--- src/hw/rtl/scd_pkg.sv ---
// ---------------------------------------------------------------------------
// scd_pkg: shared widths and types for the spi clock divider search
// Holds the datapath widths and the request and response bundles that pass
// between the sequencer and the serial divider.
// ---------------------------------------------------------------------------
package scd_pkg;

  localparam int SRC_W      = 28;  // source clock and achieved rate
  localparam int TGT_W      = 32;  // requested bus rate
  localparam int DIV_CODE_W = 3;   // divisor code 0, 2, 3 or 5
  localparam int DIVIDEND_W = 29;  // holds the source clock plus a small offset
  localparam int DIVISOR_W  = 32;  // holds target times divisor

  typedef struct packed {
    logic                  go;
    logic [DIVIDEND_W-1:0] dividend;
    logic [DIVISOR_W-1:0]  divisor;
  } div_req_t;

  typedef struct packed {
    logic                  done;
    logic [DIVIDEND_W-1:0] quotient;
  } div_rsp_t;

endpackage

--- src/hw/rtl/scd_divider.sv ---
// ---------------------------------------------------------------------------
// scd_divider: serial restoring divider
// One quotient bit per cycle; done pulses for one cycle when the quotient
// is ready and it holds until the next launch.
// ---------------------------------------------------------------------------
module scd_divider (
  input  logic              clk,
  input  logic              rst,
  input  scd_pkg::div_req_t req,
  output scd_pkg::div_rsp_t rsp
);
  import scd_pkg::*;

  localparam int CNT_W = $clog2(DIVIDEND_W + 1);

  logic [DIVISOR_W-1:0]  rem;
  logic [DIVIDEND_W-1:0] quo;
  logic [DIVISOR_W-1:0]  dvs;
  logic [CNT_W-1:0]      cnt;
  logic                  busy;
  logic                  done;

  logic [DIVISOR_W:0]    shifted;
  logic [DIVISOR_W:0]    diff;
  logic                  fits;

  // shifted stays below twice the divisor, so the top bit of diff is its sign
  assign shifted = {rem, quo[DIVIDEND_W-1]};
  assign diff    = shifted - {1'b0, dvs};
  assign fits    = ~diff[DIVISOR_W];

  always_ff @(posedge clk) begin
    if (rst) begin
      busy <= 1'b0;
      done <= 1'b0;
      cnt  <= '0;
    end else begin
      done <= 1'b0;
      if (req.go) begin
        busy <= 1'b1;
        cnt  <= CNT_W'(DIVIDEND_W);
      end else if (busy) begin
        cnt <= cnt - CNT_W'(1);
        if (cnt == CNT_W'(1)) begin
          busy <= 1'b0;
          done <= 1'b1;
        end
      end
    end
  end

  always_ff @(posedge clk) begin
    if (req.go) begin
      rem <= '0;
      quo <= req.dividend;
      dvs <= req.divisor;
    end else if (busy) begin
      rem <= fits ? diff[DIVISOR_W-1:0] : shifted[DIVISOR_W-1:0];
      quo <= {quo[DIVIDEND_W-2:0], fits};
    end
  end

  assign rsp.done     = done;
  assign rsp.quotient = quo;

  a_go_idle: assert property (@(posedge clk) disable iff (rst) req.go |-> !busy)
    else $error("divider launched while busy");
  a_finish: assert property (@(posedge clk) disable iff (rst)
    (busy && !req.go && cnt == CNT_W'(1)) |=> (done && !busy))
    else $error("divider did not finish after its last step");
  a_pulse: assert property (@(posedge clk) disable iff (rst) done |=> !done)
    else $error("divider done held longer than one cycle");

endmodule

--- src/hw/rtl/spi_clock_divider_search.sv ---
// ---------------------------------------------------------------------------
// spi_clock_divider_search: spi bus clock setting search
// Finds divisor and prescaler so that the bus rate never exceeds the
// requested rate, using one shared serial divider under a small sequencer.
// ---------------------------------------------------------------------------
//
//  channel | handshake              | word
//  --------+------------------------+-------------------------------------
//  cfg     | cfg_valid / cfg_ready  | source_clock_hz
//  req     | req_valid / req_stall  | target_freq
//  rsp     | rsp_valid / rsp_stall  | use_sysclk .. prescale_overflow
//
//  a request at or above the source clock gives its result in the cycle after
//  acceptance; otherwise each division runs on the serial divider,
//  4 divisions when divisor 2 hits the target and 10 when
//  divisors 3 and 5 are also tried
//  one request at a time: req_stall stays high from acceptance until the
//  result word is taken; rsp_stall holds the result as long as needed
//  synchronous reset sets the source clock to 80 MHz and empties the block
// ---------------------------------------------------------------------------
module spi_clock_divider_search #(
  parameter int PRESCALE_WIDTH = 13
) (
  input  logic                             clk,
  input  logic                             rst,
  // configuration
  input  logic                             cfg_valid,
  output logic                             cfg_ready,
  input  logic [scd_pkg::SRC_W-1:0]        source_clock_hz,
  // request
  input  logic                             req_valid,
  output logic                             req_stall,
  input  logic [scd_pkg::TGT_W-1:0]        target_freq,
  // result
  output logic                             rsp_valid,
  input  logic                             rsp_stall,
  output logic                             use_sysclk,
  output logic [scd_pkg::SRC_W-1:0]        achieved_freq,
  output logic [scd_pkg::DIV_CODE_W-1:0]   divisor,
  output logic [PRESCALE_WIDTH-1:0]        prescale_minus_one,
  output logic [2:0]                       count_period,
  output logic                             count_high,
  output logic                             prescale_overflow
);
  import scd_pkg::*;

  localparam logic [DIV_CODE_W-1:0] D_NONE = 3'd0;
  localparam logic [DIV_CODE_W-1:0] D_TWO  = 3'd2;
  localparam logic [DIV_CODE_W-1:0] D_THREE = 3'd3;
  localparam logic [DIV_CODE_W-1:0] D_FIVE = 3'd5;

  // largest prescaler-minus-one that fits the field
  localparam logic [DIVIDEND_W-1:0] PMAX =
    DIVIDEND_W'((64'd1 << PRESCALE_WIDTH) - 64'd1);

  typedef enum logic [6:0] {
    ST_IDLE      = 7'b0000001,
    ST_DIV_N     = 7'b0000010,  // s / (t + 1)
    ST_DIV_START = 7'b0000100,  // s / (t * d)
    ST_DIV_PMIN  = 7'b0001000,  // (nmin + d - 1) / d
    ST_DIV_RATE  = 7'b0010000,  // s / (p * d)
    ST_PICK      = 7'b0100000,  // choose divisor, saturate prescaler
    ST_DONE      = 7'b1000000
  } state_t;

  state_t state, state_next;

  logic [SRC_W-1:0]      src_clk;
  logic [SRC_W-1:0]      t_reg;
  logic [DIV_CODE_W-1:0] d_code;
  logic [DIVIDEND_W-1:0] nmin;
  logic [DIVIDEND_W-1:0] start_p;
  logic [DIVIDEND_W-1:0] p_cur;
  logic [DIVIDEND_W-1:0] p2, p3, p5;
  logic [SRC_W-1:0]      f2, f3, f5;
  logic                  div_go;
  logic                  go_next;

  div_req_t div_req;
  div_rsp_t div_rsp;

  logic                  req_acc;
  logic                  at_sysclk;
  logic [DIVIDEND_W-1:0] q;
  logic [DIVIDEND_W-1:0] start_fix;
  logic [DIVIDEND_W-1:0] p_pick;

  // selection made in ST_PICK
  logic [DIV_CODE_W-1:0] sel_d;
  logic [SRC_W-1:0]      sel_f;
  logic [DIVIDEND_W-1:0] sel_p;
  logic [DIVIDEND_W-1:0] sel_pm1;
  logic                  sel_ovf;

  assign cfg_ready = 1'b1;
  assign req_stall = (state != ST_IDLE);
  assign rsp_valid = (state == ST_DONE);
  assign req_acc   = req_valid && !req_stall;
  assign at_sysclk = (target_freq >= TGT_W'(src_clk));
  assign q         = div_rsp.quotient;

  // start prescaler is at least one, and one for a zero target
  assign start_fix = ((t_reg == '0) || (q == '0)) ? DIVIDEND_W'(1) : q;
  assign p_pick    = (start_p > q) ? start_p : q;

  // ---- shared divider operands, selected by the current step
  always_comb begin
    div_req.go       = div_go;
    div_req.dividend = DIVIDEND_W'(src_clk);
    div_req.divisor  = DIVISOR_W'(t_reg) + DIVISOR_W'(1);
    unique case (state)
      ST_DIV_N: begin
      end
      ST_DIV_START: begin
        div_req.divisor = DIVISOR_W'(t_reg) * DIVISOR_W'(d_code);
      end
      ST_DIV_PMIN: begin
        div_req.dividend = nmin + DIVIDEND_W'(d_code) - DIVIDEND_W'(1);
        div_req.divisor  = DIVISOR_W'(d_code);
      end
      ST_DIV_RATE: begin
        div_req.divisor = DIVISOR_W'(p_cur) * DIVISOR_W'(d_code);
      end
      default: begin
      end
    endcase
  end

  scd_divider u_div (
    .clk (clk),
    .rst (rst),
    .req (div_req),
    .rsp (div_rsp)
  );

  // ---- sequencer
  always_comb begin
    state_next = state;
    unique case (state)
      ST_IDLE: begin
        if (req_acc) state_next = at_sysclk ? ST_DONE : ST_DIV_N;
      end
      ST_DIV_N: begin
        if (div_rsp.done) state_next = ST_DIV_START;
      end
      ST_DIV_START: begin
        if (div_rsp.done) state_next = ST_DIV_PMIN;
      end
      ST_DIV_PMIN: begin
        if (div_rsp.done) state_next = ST_DIV_RATE;
      end
      ST_DIV_RATE: begin
        if (div_rsp.done) begin
          // divisor 2 hitting the target exactly ends the search early
          if ((d_code == D_FIVE) || ((d_code == D_TWO) && (q[SRC_W-1:0] == t_reg))) begin
            state_next = ST_PICK;
          end else begin
            state_next = ST_DIV_START;
          end
        end
      end
      ST_PICK: begin
        state_next = ST_DONE;
      end
      ST_DONE: begin
        if (!rsp_stall) state_next = ST_IDLE;
      end
      default: begin
        state_next = ST_IDLE;
      end
    endcase
  end

  // every entry into a division step launches the divider once
  assign go_next = (state_next != state) &&
                   ((state_next == ST_DIV_N) || (state_next == ST_DIV_START) ||
                    (state_next == ST_DIV_PMIN) || (state_next == ST_DIV_RATE));

  always_ff @(posedge clk) begin
    if (rst) begin
      state   <= ST_IDLE;
      div_go  <= 1'b0;
      src_clk <= SRC_W'(80000000);
    end else begin
      state  <= state_next;
      div_go <= go_next;
      if (cfg_valid && cfg_ready) src_clk <= source_clock_hz;
    end
  end

  // ---- search data path
  always_ff @(posedge clk) begin
    if (req_acc) begin
      t_reg  <= target_freq[SRC_W-1:0];
      d_code <= D_TWO;
    end
    if (div_rsp.done) begin
      unique case (state)
        ST_DIV_N:     nmin    <= q + DIVIDEND_W'(1);
        ST_DIV_START: start_p <= start_fix;
        ST_DIV_PMIN:  p_cur   <= p_pick;
        ST_DIV_RATE: begin
          unique case (d_code)
            D_TWO: begin
              f2     <= q[SRC_W-1:0];
              p2     <= p_cur;
              d_code <= D_THREE;
            end
            D_THREE: begin
              f3     <= q[SRC_W-1:0];
              p3     <= p_cur;
              d_code <= D_FIVE;
            end
            default: begin
              f5 <= q[SRC_W-1:0];
              p5 <= p_cur;
            end
          endcase
        end
        default: begin
        end
      endcase
    end
  end

  // ---- divisor choice: 2 unless 3 or 5 is strictly faster, 5 wins a tie with 3
  always_comb begin
    priority if ((f2 == t_reg) || !((f3 > f2) || (f5 > f2))) begin
      sel_d = D_TWO;
      sel_f = f2;
      sel_p = p2;
    end else if (f3 > f5) begin
      sel_d = D_THREE;
      sel_f = f3;
      sel_p = p3;
    end else begin
      sel_d = D_FIVE;
      sel_f = f5;
      sel_p = p5;
    end
    sel_pm1 = sel_p - DIVIDEND_W'(1);
    sel_ovf = (sel_pm1 > PMAX);
  end

  // ---- result word register
  always_ff @(posedge clk) begin
    if (req_acc && at_sysclk) begin
      use_sysclk         <= 1'b1;
      achieved_freq      <= src_clk;
      divisor            <= D_NONE;
      prescale_minus_one <= '0;
      count_period       <= 3'd0;
      count_high         <= 1'b0;
      prescale_overflow  <= 1'b0;
    end else if (state == ST_PICK) begin
      use_sysclk         <= 1'b0;
      achieved_freq      <= sel_f;
      divisor            <= sel_d;
      prescale_minus_one <= sel_ovf ? {PRESCALE_WIDTH{1'b1}}
                                    : sel_pm1[PRESCALE_WIDTH-1:0];
      count_period       <= 3'(sel_d - DIV_CODE_W'(1));
      count_high         <= sel_d[2];  // floor(d/2)-1 is odd only for divisor 5
      prescale_overflow  <= sel_ovf;
    end
  end

  a_launch: assert property (@(posedge clk) disable iff (rst)
    (req_valid && !req_stall && (target_freq < TGT_W'(src_clk))) |=>
      (state == ST_DIV_N && div_go))
    else $error("divided request did not start the search");
  a_bound: assert property (@(posedge clk) disable iff (rst)
    (rsp_valid && !use_sysclk) |-> (achieved_freq <= t_reg))
    else $error("achieved rate above the requested rate");
  a_codes: assert property (@(posedge clk) disable iff (rst)
    (rsp_valid && !use_sysclk) |->
      ((divisor == D_TWO || divisor == D_THREE || divisor == D_FIVE) &&
       (count_period == 3'(divisor - DIV_CODE_W'(1)))))
    else $error("divisor and counter fields disagree");

endmodule
--- config.mk ---
export PLATFORM = sky130hd
export DESIGN_NAME = spi_clock_divider_search
export DESIGN_NICKNAME = d
export VERILOG_FILES = /design/src/hw/rtl/scd_pkg.sv /design/src/hw/rtl/scd_divider.sv /design/src/hw/rtl/spi_clock_divider_search.sv
export SDC_FILE = /design/constraint.sdc
export NUM_CORES = 1
export LEC_CHECK = 0
export BUFFER_PORTS_ARGS = -buffer_cell sky130_fd_sc_hd__buf_2
export CAP_MARGIN = 20
export CORE_MARGIN = 8
export CORE_UTILIZATION = 40
export DETAILED_ROUTE_END_ITERATION = 7
export PLACE_DENSITY = 0.63
export SLEW_MARGIN = 25
export SYNTH_ARGS = -nofsm -noshare
export SYNTH_HDL_FRONTEND = slang
export SYNTH_SLANG_ARGS = --single-unit
--- constraint.sdc ---
create_clock -name clk -period 7.6 [get_ports clk]
set_input_delay 0.38 -clock clk [delete_from_list [all_inputs] [get_ports clk]]
set_output_delay 0.38 -clock clk [all_outputs]
set_load 0.01 [all_outputs]
### Word level (Yosys, flattened, before mapping)

Index checks and enable logic that the tools add are counted.

| storage, ports and cells | value |
|---|---|
| register bits | 475 |
| bits in latches | 0 |
| RAM bits | 0 |
| memory bits (read-only) | 0 |
| bits of input ports | 65 |
| output and inout bits | 53 |
| logic and storage cells | 126 |
| memories | 0 |

| cells by class | value |
|---|---|
| add/subtract/negate cells | 8 |
| multipliers | 2 |
| div/mod/pow operators | 0 |
| $lt $le $gt $ge | 6 |
| eq/ne operators | 19 |
| shift operators | 0 |
| multiplexer cells | 34 |
| bitwise operators | 3 |
| reduce and logical (&&, ||, !) cells | 26 |

Operators by type and width:

| operator | number |
|---|---|
| $mux W29 | 6 |
| $mux W28 | 4 |
| $pmux W32 S3 | 1 |
| $gt A28 B28 Y1 | 3 |
| $sub A29 B1 Y29 const B | 2 |
| $eq A28 B28 Y1 | 2 |
| $mux W7 | 7 |
| $pmux W7 S7 | 1 |
| $sub A33 B32 Y33 | 1 |
| $ge A32 B28 Y1 | 1 |
| $mul A29 B3 Y32 | 1 |
| $mux W32 | 1 |
| $mul A28 B3 Y31 | 1 |
| $add A28 B1 Y29 const B | 1 |
| $add A29 B1 Y29 const B | 1 |
| $add A29 B3 Y29 | 1 |
| $gt A29 B13 Y1 const B | 1 |
| $gt A29 B29 Y1 | 1 |
| $logic_not A29 Y1 | 1 |
| $logic_not A28 Y1 | 1 |
| $mux W3 | 5 |
| $eq A7 B2 Y1 const B | 2 |
| $eq A7 B3 Y1 const B | 2 |
| $eq A7 B4 Y1 const B | 2 |
| 25 further kinds | 49 |

### Depth between registers and ports, before layout

| logic depth | value |
|---|---|
| depth after elaboration | 11 |
| depth in mapped cells | 28 |
| gate-level depth less buffers | 21 |

### Modules after synthesis

A second synthesis with hierarchy kept.

| unflattened totals | value |
|---|---|
| cell total of the unflattened synthesis | 3393 |
| area, all modules | 32652.6 µm² |

By module, submodules not included:

| module | times used | cells an instance | area an instance (µm²) | sequential area each (µm²) |
|---|---|---|---|---|
| spi_clock_divider_search | 1 | 2805 | 26834.5 | 10610.2 |
| scd_divider | 1 | 588 | 5818.1 | 2612.5 |

### Worst setup path before layout

No wires, ideal clock.

| path | value |
|---|---|
| path type | reg-to-reg |
| start point | register state[5] |
| end point | register f3[0], enable pin |
| setup time | 0.619 ns |
| arrival time | 7.407 ns |
| required time | 6.981 ns |
| slack | -0.426 ns |
| stages on the path, launching flop included | 7 |
| buffers on the path | 1 |
| period minus slack after synthesis | 8.026 ns |
| path through | dfxtp_1 -> or2_2 -> or4_1 -> nor3b_1 -> clkbuf_1 -> nand2_1 -> nor4_1 |

| on the way | value |
|---|---|
| word-level cells in the longest chain between the ends | 2 |

Ends and longest elaborated chain:

| element | RTL line | source |
|---|---|---|
| from (decl) | spi_clock_divider_search.sv:66 | `state_t state, state_next;` |
| from (signal assigned) | spi_clock_divider_search.sv:185 | `state <= state_next;` |
| $eq A7 B5 Y1 | spi_clock_divider_search.sv:198 | `unique case (state)` |
| $reduce_and A3 Y1 (no source line) | n/a |  |
| to (signal assigned) | spi_clock_divider_search.sv:210 | `f3 <= q[SRC_W-1:0];` |
| to (decl) | spi_clock_divider_search.sv:75 | `logic [SRC_W-1:0] f2, f3, f5;` |

Every way passes these cells.
A chain may end at the register's enable or synchronous reset.

### Worst setup path after layout

| path | value |
|---|---|
| start point | register f2[26] |
| end point | register prescale_minus_one[0] |

| on the way | value |
|---|---|
| word-level cells in the longest chain between the ends | 8 |

Ends and longest elaborated chain:

| element | RTL line | source |
|---|---|---|
| from (decl) | spi_clock_divider_search.sv:75 |  |
| from (signal assigned) | spi_clock_divider_search.sv:205 | `f2 <= q[SRC_W-1:0];` |
| $gt A28 B28 Y1 | spi_clock_divider_search.sv:228 | `priority if ((f2 == t_reg) \|\| !((f3 > f2) \|\| (f5 > f2))) begin` |
| $logic_or A1 B1 Y1 | spi_clock_divider_search.sv:228 |  |
| $logic_not A1 Y1 | spi_clock_divider_search.sv:228 |  |
| $logic_or A1 B1 Y1 (*) | spi_clock_divider_search.sv:228 |  |
| $mux W29 (*) | spi_clock_divider_search.sv:228 |  |
| $sub A29 B1 Y29 (*) | spi_clock_divider_search.sv:241 | `sel_pm1 = sel_p - DIVIDEND_W'(1);` |
| $gt A29 B13 Y1 | spi_clock_divider_search.sv:242 | `sel_ovf = (sel_pm1 > PMAX);` |
| $mux W13 (*) | spi_clock_divider_search.sv:259 | `prescale_minus_one <= sel_ovf ? {PRESCALE_WIDTH{1'b1}}` |
| to (signal assigned) | spi_clock_divider_search.sv:259 |  |
| to (decl) | spi_clock_divider_search.sv:40 | `output logic [PRESCALE_WIDTH-1:0] prescale_minus_one,` |

Mark *: on every way between the ends. The rest lies on a longest branch, timed or not.

==> run_results.csv <==
group,metric,value,unit
finish,n_antenna_cell,0,
placement,dp_hpwl,70.6,mm
sta,hold_viol_final,0,
detailed_routing,vias,25200,
yosys,synth_seq_cells,473,
detailed_routing,firstDrtPassIters,8,
clock_tree,path_clk_slew,0.06,ns
sta,clock_skew,0.0697,ns
global_routing,grt_usage,0.205,
yosys,yosys.cell_count.top_type,"nand2_1",
yosys,synth_area_leader_cell,"edfxtp_1",
flow_run,max_cap_violations,0,
global_routing,grt_max_degree,66,
clock_tree,ctsLongestPathBuffers,3,
floorplanning,start_util,0.403,
detailed_routing,ant_nets,0,
floorplanning,io_pins,118,
floorplanning,rows,104,
yosys,syn-num-nets,3726,
pwr,p_leak,0.0152,µW
setup_path,crit_fanout,45,
worst_hold_path,holdCritPathClass,"input pin to register",
finish,finalNetCount,3835,
detailed_routing,first_iter_violations,2373,
clock_tree,cts_buffers,54,
placement,dp_slack,1.86,ns
yosys,ys_seq_area_frac,0.408,
setup_path,crit_path_top_delay_cell,"a221oi_1",
floorplanning,core_area,80300,µm²
placement,placed_area,34000,µm²
yosys,post_synth.cell_area_avg,9.71,µm²
clock_tree,htreeDepth,2,
yosys,ys.flop_type,"edfxtp_1",
clock_tree,clockRootBuffer,"clkbuf_16",
yosys,synth_top_area_frac,0.348,
sta,setup_viol,0,
detailed_routing,drt-total-wl,94.8,mm
clock_tree,cts_tree,"built",
global_routing,grt_pass1_vias,24600,
pwr,p_per_area,201,nW/µm²
yosys,ys_warn_count,0,
finish,drive_gt1_frac,0.0950,
finish,reg.largest.list,"u_div.dvs x32, u_div.rem x32",
run_status,status,"finished with violations",
pwr,peakVddDrop,0.177,mV
sta,slew_viol_final,0,
clock_tree,cts_sinks,473,
detailed_routing,avgViaCountPerCell,5.54,
finish,fin_area,36400,µm²
clock_tree,ctsResizeCount,0,
sta,final.setup.worst_slack,1.74,ns
clock_tree,post-cts-setup-buffers,0,
yosys,async_flop_share,0,
detailed_routing,wl_per_cell,20.9,µm
global_routing,grt_antenna_before_repair,0,
setup_path,critPathArrivalTime,6.44,ns
global_routing,grt_overflow,0,
setup_path,cp_cell_sequence,"inv_1 > ha_1 > a21oi_1 > nand2_1 > a221oi_1 > nand3_1 > o21ai_1 > a21oi_4 > buf_4 > o21ai_0 > ha_1 > nand3b_1 > or3_1 > nor4_1 > nand2b_1 > mux2_2 > a211o_1 > a22oi_1 > nor3b_1 > o311ai_1 > buf_4 > o221a_2",
setup_path,required,8.18,ns
sta,min_period,5.86,ns
placement,portBuffers,116,
global_routing,grt_pass1_wl,146,mm
setup_path,start_kind,"register",
run_status,violations,"DRC",
yosys,synth_commonest_cells,"nand2_1, edfxtp_1, inv_1",
floorplanning,die_width,301,µm
setup_path,worstSetupEndpointType,"register",
sta,fin_crit_sh,0.771,
sta,setup-tns-final,0,ns
yosys,synth-edff-count,375,
yosys,syn-instance-count,3333,
sta,worst_pin_slew,1.04,ns
setup_path,max_stage_delay,0.64,ns
detailed_routing,drc,5,
sta,relSlewSlack,0.302,
floorplanning,die_area,90300,µm²
floorplanning,die_h,301,µm
sta,rsz0062_at_grt,"no",
placement,globalplace.congestion,0.953,
finish,area_delta_synth_final,12.5,%
yosys,syn_area,32400,µm²
sta,max_clock_freq,171,MHz
setup_path,crit_type,"register to register",
yosys,synth_area_leaders,"edfxtp_1, ha_1, dfxtp_1",
yosys,ys_types,92,
clock_tree,clk_latency,0.65,ns
clock_tree,holdBufCountCts,55,
cell type report:
type	instances	area, µm²
timing repair buffer	209	1420
multi-input combinational	2365	17300
inverter	339	1270
fill	7598	43900
sequential	473	13200
tap	1060	1330
clock inverter	37	425
clock buffer	63	1440
path summary, 6_finish.rpt:
path,from,end,slack (ns),cells past startpoint
hold reg to reg,use_sysclk$_SDFFE_PP1P_,use_sysclk$_SDFFE_PP1P_,0.44,2
hold / removal,source_clock_hz[26],src_clk[26]$_SDFFE_PP1P_,0.05,3
setup reg to reg,f2[26]$_DFFE_PP_,prescale_minus_one[0]$_SDFFE_PP0P_,1.74,22
setup / recovery,f2[26]$_DFFE_PP_,prescale_minus_one[0]$_SDFFE_PP0P_,1.74,22
power by group:
part           leakage, µW  switching, µW  total, µW  internal, µW
Combinational       0.0101            813       1470           660
Sequential         0.00422            186       3120          2930
Clock             0.000894           1150       2740          1600
Total               0.0152           2140       7330          5190
stage by stage:
step | hold slack, ns | power [µW] | std cells | utilization
after global placement | 0.430 | 4600 | 4391 | 0.424
after global routing | 0.0182 | 7660 | 4546 | 0.454
final | 0.0517 | 7330 | 4546 | 0.454
after CTS | 0.00384 | 7370 | 4546 | 0.454
after floorplan | 0.450 | 4220 | 3333 | -
after detailed placement | 0.433 | 4620 | 4391 | 0.424
routing by layer:
metal / wire, µm / GRT usage / vias up / part of all wire
li1: - / - / 12100 / -
met1: 43400 / 0.288 / 12200 / 0.46
met2: 42600 / 0.328 / 819 / 0.45
met3: 6030 / 0.0278 / 134 / 0.064
met4: 2740 / 0.0588 / 0 / 0.029
met5: 0 / 0 / - / 0
cell families (layout without fill, tap and decap cells):
logic type      count (synthesis)  after routing  synth area share
fa+ha+maj                     328            328             0.140
flops                         473            473             0.408
compound gates                633            633             0.128
mux                           153            153            0.0495
other cells                     1              1          0.000116
buf+inv                       495            648            0.0589
xor+xnor                      234            234            0.0633
simple gates                 1016           1016             0.152
critical path: cells and delay by family, from the launching register on:
kind / cells / cell delay [ns]
flip-flops: 1 / 0.39
buffers and inverters: 3 / 0.61
AO/OA/AOI/OAI: 9 / 2.28
multiplexers: 1 / 0.32
AND/OR/NAND/NOR: 7 / 1.33
adder cells (fa/ha/maj): 2 / 0.84
cells in the final DEF (no fill, tap or decap), types with 15 or more instances in the layout:
cell           netlist  layout
edfxtp_1           375     375
and2_1              47      47
nand4_1             55      55
a31oi_1             25      25
xor2_1              89      89
o21bai_1            18      18
or3_1               17      17
xnor2_1            145     144
nor2_1             187     186
a21o_1              43      43
nand2b_1            27      27
a211oi_1            33      33
clkbuf_16            0      55
and3_1              23      23
o21ai_0            162     162
nand2_1            384     384
fa_1                57      57
nor3_1              68      67
nor4_1              38      36
buf_4                8      38
a21oi_1            141     141
nor2b_1             28      28
o21a_1              21      21
inv_1              339     338
buf_2                9     116
ha_1               271     271
dlygate4sd3_1        0      55
mux2_2              44      44
a22oi_1             15      15
dfxtp_1             98      94
mux2i_1            106     106
nand3_1             77      77
o211ai_1            46      46
Note: power is estimated with default switching activity, not from simulation.
